--- src/rtl/lgrs_pkg.sv ---
package lgrs_pkg;

    localparam int ROW_BITS      = 64;
    localparam int WIDTH_BITS    = 7;
    localparam int MAX_ROW_WIDTH = 64;
    localparam int QUEUE_DEPTH   = 4;
    localparam int QUEUE_IDX_W   = $clog2(QUEUE_DEPTH);
    localparam int QUEUE_LVL_W   = $clog2(QUEUE_DEPTH + 1);

    localparam logic [3:0] BIRTH_COUNT   = 4'd3;
    localparam logic [3:0] SURVIVE_COUNT = 4'd2;

    typedef logic [ROW_BITS-1:0] t_row;

    typedef struct packed {
        t_row row_bits;
        logic first_row;
        logic last_row;
    } t_in_beat;

    typedef struct packed {
        t_row next_row_bits;
        logic grid_done;
    } t_out_beat;

    typedef struct packed {
        t_row above;
        t_row middle;
        t_row below;
        logic done;
    } t_job;

    typedef struct packed {
        logic [1:0] count;
        t_job       job0;
        t_job       job1;
    } t_push;

    function automatic t_row width_mask(input logic [WIDTH_BITS-1:0] width);
        logic [WIDTH_BITS-1:0] eff;
        t_row                  mask;
        eff = (width > WIDTH_BITS'(MAX_ROW_WIDTH)) ? WIDTH_BITS'(MAX_ROW_WIDTH) : width;
        for (int k = 0; k < ROW_BITS; k++) begin
            mask[k] = (WIDTH_BITS'(k) < eff);
        end
        return mask;
    endfunction

endpackage

--- src/rtl/lgrs_front.sv ---
module lgrs_front
    import lgrs_pkg::*;
(
    input  logic     i_clk,
    input  logic     i_rst_n,
    input  logic     i_accept,
    input  t_in_beat i_beat,
    input  t_row     i_mask,
    output t_push    o_push
);

    logic r_mid_valid;
    t_row r_above;
    t_row r_mid;

    logic n_mid_valid;
    t_row n_above;
    t_row n_mid;

    always_comb begin
        logic mv;
        t_row row;
        t_row above;
        t_row mid;
        t_row keep_above;
        t_job job_a;
        t_job job_b;
        mv    = r_mid_valid && !i_beat.first_row;
        row   = i_beat.row_bits & i_mask;
        above = mv ? r_above : '0;
        mid   = mv ? r_mid : '0;
        keep_above = mv ? mid : '0;

        job_a = '{above: above, middle: mid, below: row, done: 1'b0};
        job_b = '{above: keep_above, middle: row, below: '0, done: 1'b1};

        o_push.count = i_accept ? ({1'b0, mv} + {1'b0, i_beat.last_row}) : 2'd0;
        o_push.job0  = mv ? job_a : job_b;
        o_push.job1  = job_b;

        n_mid_valid = r_mid_valid;
        n_above     = r_above;
        n_mid       = r_mid;
        if (i_accept) begin
            n_mid_valid = !i_beat.last_row;
            n_above     = i_beat.last_row ? '0 : keep_above;
            n_mid       = i_beat.last_row ? '0 : row;
        end
    end

    always_ff @(posedge i_clk) begin
        if (!i_rst_n) begin
            r_mid_valid <= 1'b0;
        end else begin
            r_mid_valid <= n_mid_valid;
        end
    end

    always_ff @(posedge i_clk) begin
        r_above <= n_above;
        r_mid   <= n_mid;
    end

endmodule

--- src/rtl/lgrs_queue.sv ---
module lgrs_queue
    import lgrs_pkg::*;
(
    input  logic                   i_clk,
    input  logic                   i_rst_n,
    input  t_push                  i_push,
    input  logic                   i_pop,
    output logic                   o_valid,
    output t_job                   o_head,
    output logic [QUEUE_LVL_W-1:0] o_level
);

    t_job                   r_mem [QUEUE_DEPTH];
    logic [QUEUE_IDX_W-1:0] r_head;
    logic [QUEUE_IDX_W-1:0] r_tail;
    logic [QUEUE_LVL_W-1:0] r_level;

    logic [QUEUE_IDX_W-1:0] n_head;
    logic [QUEUE_IDX_W-1:0] n_tail;
    logic [QUEUE_LVL_W-1:0] n_level;
    logic [QUEUE_IDX_W-1:0] tail_next;

    assign tail_next = r_tail + QUEUE_IDX_W'(1);
    assign o_valid   = (r_level != '0);
    assign o_head    = r_mem[r_head];
    assign o_level   = r_level;

    always_comb begin
        logic do_pop;
        do_pop  = i_pop && o_valid;
        n_head  = do_pop ? r_head + QUEUE_IDX_W'(1) : r_head;
        n_tail  = r_tail + QUEUE_IDX_W'(i_push.count);
        n_level = r_level + QUEUE_LVL_W'(i_push.count) - QUEUE_LVL_W'(do_pop);
    end

    always_ff @(posedge i_clk) begin
        if (!i_rst_n) begin
            r_head  <= '0;
            r_tail  <= '0;
            r_level <= '0;
        end else begin
            r_head  <= n_head;
            r_tail  <= n_tail;
            r_level <= n_level;
        end
    end

    always_ff @(posedge i_clk) begin
        if (i_push.count != 2'd0) begin
            r_mem[r_tail] <= i_push.job0;
        end
        if (i_push.count == 2'd2) begin
            r_mem[tail_next] <= i_push.job1;
        end
    end

endmodule

--- src/rtl/lgrs_back.sv ---
module lgrs_back
    import lgrs_pkg::*;
(
    input  logic      i_clk,
    input  logic      i_rst_n,
    input  logic      i_job_valid,
    input  t_job      i_job,
    input  t_row      i_mask,
    output logic      o_pop,
    output logic      o_out_valid,
    input  logic      i_out_stall,
    output t_out_beat o_out_data
);

    logic      r_out_valid;
    t_out_beat r_out_data;
    t_row      next_row;

    logic [ROW_BITS+1:0] pad_above;
    logic [ROW_BITS+1:0] pad_mid;
    logic [ROW_BITS+1:0] pad_below;

    assign pad_above = {1'b0, i_job.above & i_mask, 1'b0};
    assign pad_mid   = {1'b0, i_job.middle & i_mask, 1'b0};
    assign pad_below = {1'b0, i_job.below & i_mask, 1'b0};

    for (genvar c = 0; c < ROW_BITS; c++) begin : g_cell
        logic [3:0] n;
        logic       alive;
        assign n = 4'(pad_above[c]) + 4'(pad_above[c+1]) + 4'(pad_above[c+2])
                 + 4'(pad_mid[c]) + 4'(pad_mid[c+2])
                 + 4'(pad_below[c]) + 4'(pad_below[c+1]) + 4'(pad_below[c+2]);
        assign alive = pad_mid[c+1];
        assign next_row[c] = i_mask[c] &&
            (alive ? (n == SURVIVE_COUNT || n == BIRTH_COUNT) : (n == BIRTH_COUNT));
    end

    assign o_pop       = i_job_valid && (!r_out_valid || !i_out_stall);
    assign o_out_valid = r_out_valid;
    assign o_out_data  = r_out_data;

    always_ff @(posedge i_clk) begin
        if (!i_rst_n) begin
            r_out_valid <= 1'b0;
        end else if (o_pop) begin
            r_out_valid <= 1'b1;
        end else if (!i_out_stall) begin
            r_out_valid <= 1'b0;
        end
    end

    always_ff @(posedge i_clk) begin
        if (o_pop) begin
            r_out_data <= '{next_row_bits: next_row, grid_done: i_job.done};
        end
    end

endmodule

--- src/rtl/life_generation_row_stencil.sv ---
// Next generation of the B3/S23 cellular automaton, one 64-bit grid row per beat,
// top row first. A row beat is taken every cycle unless o_in_stall is high; the
// result for a row leaves one input row later, and a beat marked last row also
// yields the final row of the grid with grid_done set, so such a beat produces two
// result beats unless it is the only row of its grid. The output side delivers one
// result beat per cycle unless i_out_stall is high, from a four-entry job queue,
// which sets the sustained rate at one row per cycle for grids of two or more rows.
// A completed job is held in the job queue, then in the output register.
// Cells beyond row_width, above the top row and below the bottom row are dead;
// row_width may only be written while no results are outstanding.
module life_generation_row_stencil
    import lgrs_pkg::*;
(
    input  logic                  i_clk,
    input  logic                  i_rst_n,
    input  logic                  i_in_valid,
    output logic                  o_in_stall,
    input  t_in_beat              i_in_data,
    output logic                  o_out_valid,
    input  logic                  i_out_stall,
    output t_out_beat             o_out_data,
    input  logic                  i_cfg_wr_en,
    input  logic [WIDTH_BITS-1:0] i_cfg_wr_data
);

    t_row                   r_mask;
    t_push                  push;
    logic                   in_accept;
    logic                   q_valid;
    t_job                   q_head;
    logic [QUEUE_LVL_W-1:0] q_level;
    logic                   pop;

    assign o_in_stall = (q_level > QUEUE_LVL_W'(QUEUE_DEPTH - 2));
    assign in_accept  = i_in_valid && !o_in_stall;

    always_ff @(posedge i_clk) begin
        if (!i_rst_n) begin
            r_mask <= width_mask(WIDTH_BITS'(MAX_ROW_WIDTH));
        end else if (i_cfg_wr_en) begin
            r_mask <= width_mask(i_cfg_wr_data);
        end
    end

    lgrs_front u_front (
        .i_clk    (i_clk),
        .i_rst_n  (i_rst_n),
        .i_accept (in_accept),
        .i_beat   (i_in_data),
        .i_mask   (r_mask),
        .o_push   (push)
    );

    lgrs_queue u_queue (
        .i_clk   (i_clk),
        .i_rst_n (i_rst_n),
        .i_push  (push),
        .i_pop   (pop),
        .o_valid (q_valid),
        .o_head  (q_head),
        .o_level (q_level)
    );

    lgrs_back u_back (
        .i_clk       (i_clk),
        .i_rst_n     (i_rst_n),
        .i_job_valid (q_valid),
        .i_job       (q_head),
        .i_mask      (r_mask),
        .o_pop       (pop),
        .o_out_valid (o_out_valid),
        .i_out_stall (i_out_stall),
        .o_out_data  (o_out_data)
    );

    a_level_bound: assert property (@(posedge i_clk) disable iff (!i_rst_n)
        q_level <= QUEUE_LVL_W'(QUEUE_DEPTH))
        else $error("job queue overflow");

    a_last_row_queued: assert property (@(posedge i_clk) disable iff (!i_rst_n)
        in_accept && i_in_data.last_row |=> (q_level != '0) || o_out_valid)
        else $error("last row beat produced no pending result");

    a_no_push_when_full: assert property (@(posedge i_clk) disable iff (!i_rst_n)
        o_in_stall |-> push.count == 2'd0)
        else $error("job pushed while input stalled");

    a_reset_empty: assert property (@(posedge i_clk)
        $past(!i_rst_n) |-> !o_out_valid && q_level == '0)
        else $error("results present after reset");

endmodule
--- config.mk ---
export PLATFORM = sky130hd
export DESIGN_NAME = life_generation_row_stencil
export DESIGN_NICKNAME = d
export VERILOG_FILES = /design/src/rtl/lgrs_pkg.sv /design/src/rtl/lgrs_front.sv /design/src/rtl/lgrs_queue.sv /design/src/rtl/lgrs_back.sv /design/src/rtl/life_generation_row_stencil.sv
export SDC_FILE = /design/constraint.sdc
export NUM_CORES = 2
export LEC_CHECK = 0
export BUFFER_PORTS_ARGS = -buffer_cell sky130_fd_sc_hd__buf_2
export CAP_MARGIN = 30
export CORE_MARGIN = 8
export CORE_UTILIZATION = 40
export CTS_CLUSTER_SIZE = 30
export DETAILED_ROUTE_END_ITERATION = 6
export PLACE_DENSITY_LB_ADDON = 0.1
export SYNTH_ARGS = -nofsm -noshare
export SYNTH_HDL_FRONTEND = slang
export SYNTH_HIERARCHICAL = 1
export SYNTH_SLANG_ARGS = --single-unit
--- constraint.sdc ---
create_clock -name i_clk -period 29.2 [get_ports i_clk]
set_clock_uncertainty 0.2 [all_clocks]
set_input_delay 0 -clock i_clk [delete_from_list [all_inputs] [get_ports i_clk]]
set_output_delay 0 -clock i_clk [all_outputs]
set_load 0.01 [all_outputs]
==> impl_metrics.yaml <==
setup_path:
  r2r_cells: 12
  cp_max_fo: 36
  critPathKind: "reg -> reg"
  cp_top_family: "buffers and inverters"
  critPathCapture: "u_back/o_out_data[8]"
  crit_buf_inv: 3
  worstPathCellList: "buf_4, buf_4, buf_4, mux4_2, and2_1, fa_1, fa_1, fa_1, and3_2, fa_1, nand2_1, a2111oi_2"
  crit_path_end_kind: "register"
  reg2reg_slack_ns: 22.02
  critPathMaxStageDelay_ns: 0.82
  cpMaxStageDelayCell: "dfxtp_4"
  arrival_ns: 7.50
  cp.required_ns: 29.52
  cp.depth: 12
  cp-start-kind: "register"
  worstReg2RegEnd: "u_back/o_out_data[8]"
  cpMostUsedCell: "fa_1"
place:
  dp_cells: 6397
  place_area_sq_um: 63800
  port_buffers: 144
  hpwl_mm: 100
  place_worst_setup_slack_ns: 21.81
  place_congestion: 0.762
timing:
  fin_ws_ns: 22.02
  fin_crit_sh_pct: 24.6
  relSlewSlack_pct: 32.1
  hold_viol_final: 0
  maxSlewViolCount: 0
  max_freq_mhz: 139
  setup_viol: 0
  tns_ns: 0
  hold_ws_ns: 0.0500
  rsz0062_at_grt: "no"
  worstMarginPinSlew_ns: 1.02
  fin_crit_ns: 7.18
logic_synthesis:
  synthFlopType: "edfxtp_1"
  yosysTopAreaCell: "edfxtp_1"
  yosysUniqueCellTypes: 73
  synth_area_leaders: "edfxtp_1 47%, mux2_2 13%, mux4_2 7.1%"
  synth-edff-count: 965
  yosys.area.top_type_share_pct: 47.2
  async_reset_ff_share_pct: 0
  synth_seq_cells: 1040
  ys_warn_count: 6
  synth.avg_cell_area_sq_um: 14.0
  syn_area_sq_um: 61400
  synth_commonest_cells: "965 x edfxtp_1, 697 x mux2_2, 321 x nand2_1, 206 x nor2_1, 202 x and2_1"
  yosysSeqAreaShare_pct: 49.6
  yosysMostFrequentCell: "edfxtp_1"
  synth_cells: 4371
pwr:
  ir_worst_vdd_mv: 0.0516
  power.density_nw_per_um2: 104
  p_leak_nw: 26.6
  power_mw: 7.20
detailed_routing:
  drc_errors: 0
  drt-pass1-iter-count: 7
  routed_wl_mm: 167
  ant_nets: 0
  wire_per_inst_um: 24.6
  route.vias.total: 36500
  vias_per_cell: 5.40
  dr.first_iter.drc_count: 2323
run_status:
  status: "finished, final reports clean"
final_layout:
  layoutNonFillerInstCount: 6767
  area_growth_syn_to_layout_pct: 12.6
  fin_area_sq_um: 69200
  fill_cells: 13600
  drive_gt1_share_pct: 29.9
  fin_nets: 5090
  finish.utilization_pct: 45.4
clocking:
  htree_levels: 3
  ctsResizeCount: 0
  clock_sinks: 1040
  cts.clk_slew.worst_paths_ns: 0.06
  cts_root_buf: "clkbuf_16"
  post-cts-setup-buffer-count: 0
  clock_path_buffers: 3
  numCtsBuffers: 119
  cts_tree: "done"
  worstSkewPairLatency_ns: 0.72
min_path:
  hold_path_class: "in -> reg"
  worstHoldStart: "i_in_data[7]"
floorplan:
  die_area_sq_um: 166000
  core_area_sq_um: 152000
  die_h_um: 408
  die_x_um: 408
  initial_utilization_pct: 40.3
  core.rowCount: 143
  io_pins: 145
grt:
  grt_overflow: 0
  grt_pass1_wl_mm: 252
  antenna_found_initial: 10
  grt_max_degree: 130
  first_global_vias: 38900
  gr-usage-all-layers_pct: 19.6
run:
  drv_cap: 0
[layer usage]
layer  GRT usage (%)  up-vias  wire length, um
met5               0        -               10
met3            2.32      162             6800
li1                -    16800                -
met1            27.4    18900            77100
met4            3.90        2             2610
met2            33.2      700            80000
[cells by family (layout without fill, tap and decap cells)]
family	Yosys count	count (layout)	share of synthesized area, %
buffers and inverters	467	763	4.05
AOI/OAI and AO/OA	412	412	5.01
muxes	970	970	21.4
other	2	72	0.0122
DFF	1040	1040	49.6
xor gates and xnor gates	62	62	0.929
and+or+nand+nor	1029	1029	8.69
adders and majority gates	389	389	10.3
[worst min path at each step]
stage | to | slack [ns] | depth (start not counted)
after global placement | u_back/o_out_valid | 0.11 | 3
after global routing | u_front/r_mid[5] | 0.08 | 4
after floorplan | u_queue/o_level[0] | -0.08 | 1
after detailed placement | u_back/o_out_valid | 0.11 | 3
after CTS | u_front/r_mid[6] | 0.005 | 4
final | u_front/r_mid[5] | 0.05 | 4
[final cells by class]
type | count | area [sq um] | area share [%]
diodes | 7 | 17.5 | 0.0253
flip-flops and latches | 1040 | 30500 | 44.1
inverters | 200 | 753 | 1.09
multi-input cells | 2927 | 28700 | 41.6
clock buffers | 167 | 3310 | 4.78
well taps | 2030 | 2540 | 3.67
clock inverters | 61 | 661 | 0.955
repair buffers | 335 | 2650 | 3.83
[sequential cells by signal, summed over array words and instances, names as in the netlist, named ones only]
signal and count:
r_mask 64, u_back/o_out_data 65, u_back/o_out_valid 1, u_front/r_above 64
u_front/r_mid 64, u_front/r_mid_valid 1, u_queue/o_level 3, u_queue/r_head 2
u_queue/r_mem 772, u_queue/r_tail 2
[layout by cell type, fill, tap and decap left out, types with 6 or more instances in the layout]
| cell | synthesis | layout |
|---|---|---|
| a2111oi_2 | 54 | 54 |
| a211oi_1 | 54 | 54 |
| a21oi_1 | 94 | 94 |
| and2_1 | 202 | 202 |
| and2_2 | 52 | 52 |
| and3_1 | 57 | 57 |
| buf_12 | 0 | 11 |
| buf_2 | 84 | 143 |
| buf_4 | 84 | 46 |
| bufinv_16 | 0 | 13 |
| clkbuf_1 | 33 | 40 |
| clkbuf_16 | 0 | 125 |
| clkinv_1 | 0 | 16 |
| clkinv_2 | 0 | 18 |
| clkinvlp_4 | 0 | 6 |
| conb_1 | 2 | 65 |
| dfxtp_1 | 75 | 72 |
| diode_2 | 0 | 7 |
| dlygate4sd3_1 | 0 | 134 |
| edfxtp_1 | 965 | 965 |
| fa_1 | 193 | 193 |
| ha_1 | 196 | 196 |
| inv_1 | 198 | 198 |
| mux2_1 | 65 | 65 |
| mux2_2 | 697 | 697 |
| mux2_4 | 10 | 10 |
| mux4_2 | 193 | 193 |
| nand2_1 | 321 | 321 |
| nand3_1 | 19 | 19 |
| nand3b_1 | 66 | 66 |
| nor2_1 | 206 | 204 |
| nor2b_1 | 63 | 62 |
| o211ai_1 | 7 | 7 |
| o21ai_0 | 85 | 85 |
| o21ai_1 | 12 | 12 |
| o21bai_1 | 60 | 59 |
| o221ai_1 | 22 | 22 |
| or2_2 | 7 | 7 |
| xor2_1 | 56 | 56 |
[timing repair]
item,4_1_cts,5_1_grt
hold endpoints to repair,772,0
setup endpoints to repair,0,0
hold buffers,134,0
[tightest hold or removal path, cell delays in order]
cell and delay [ns]:
dlygate4sd3_1 0.52, buf_2 0.10, nand2_1 0.11, nor2_1 0.12
[where the power goes]
group	internal, mW	leakage (nW)	switching, mW	total, mW
Combinational	1.68	15.0	1.99	3.67
Clock	0.902	1.92	0.627	1.53
Sequential	1.91	9.71	0.0931	2.01
(Power assumes the default switching activity.)
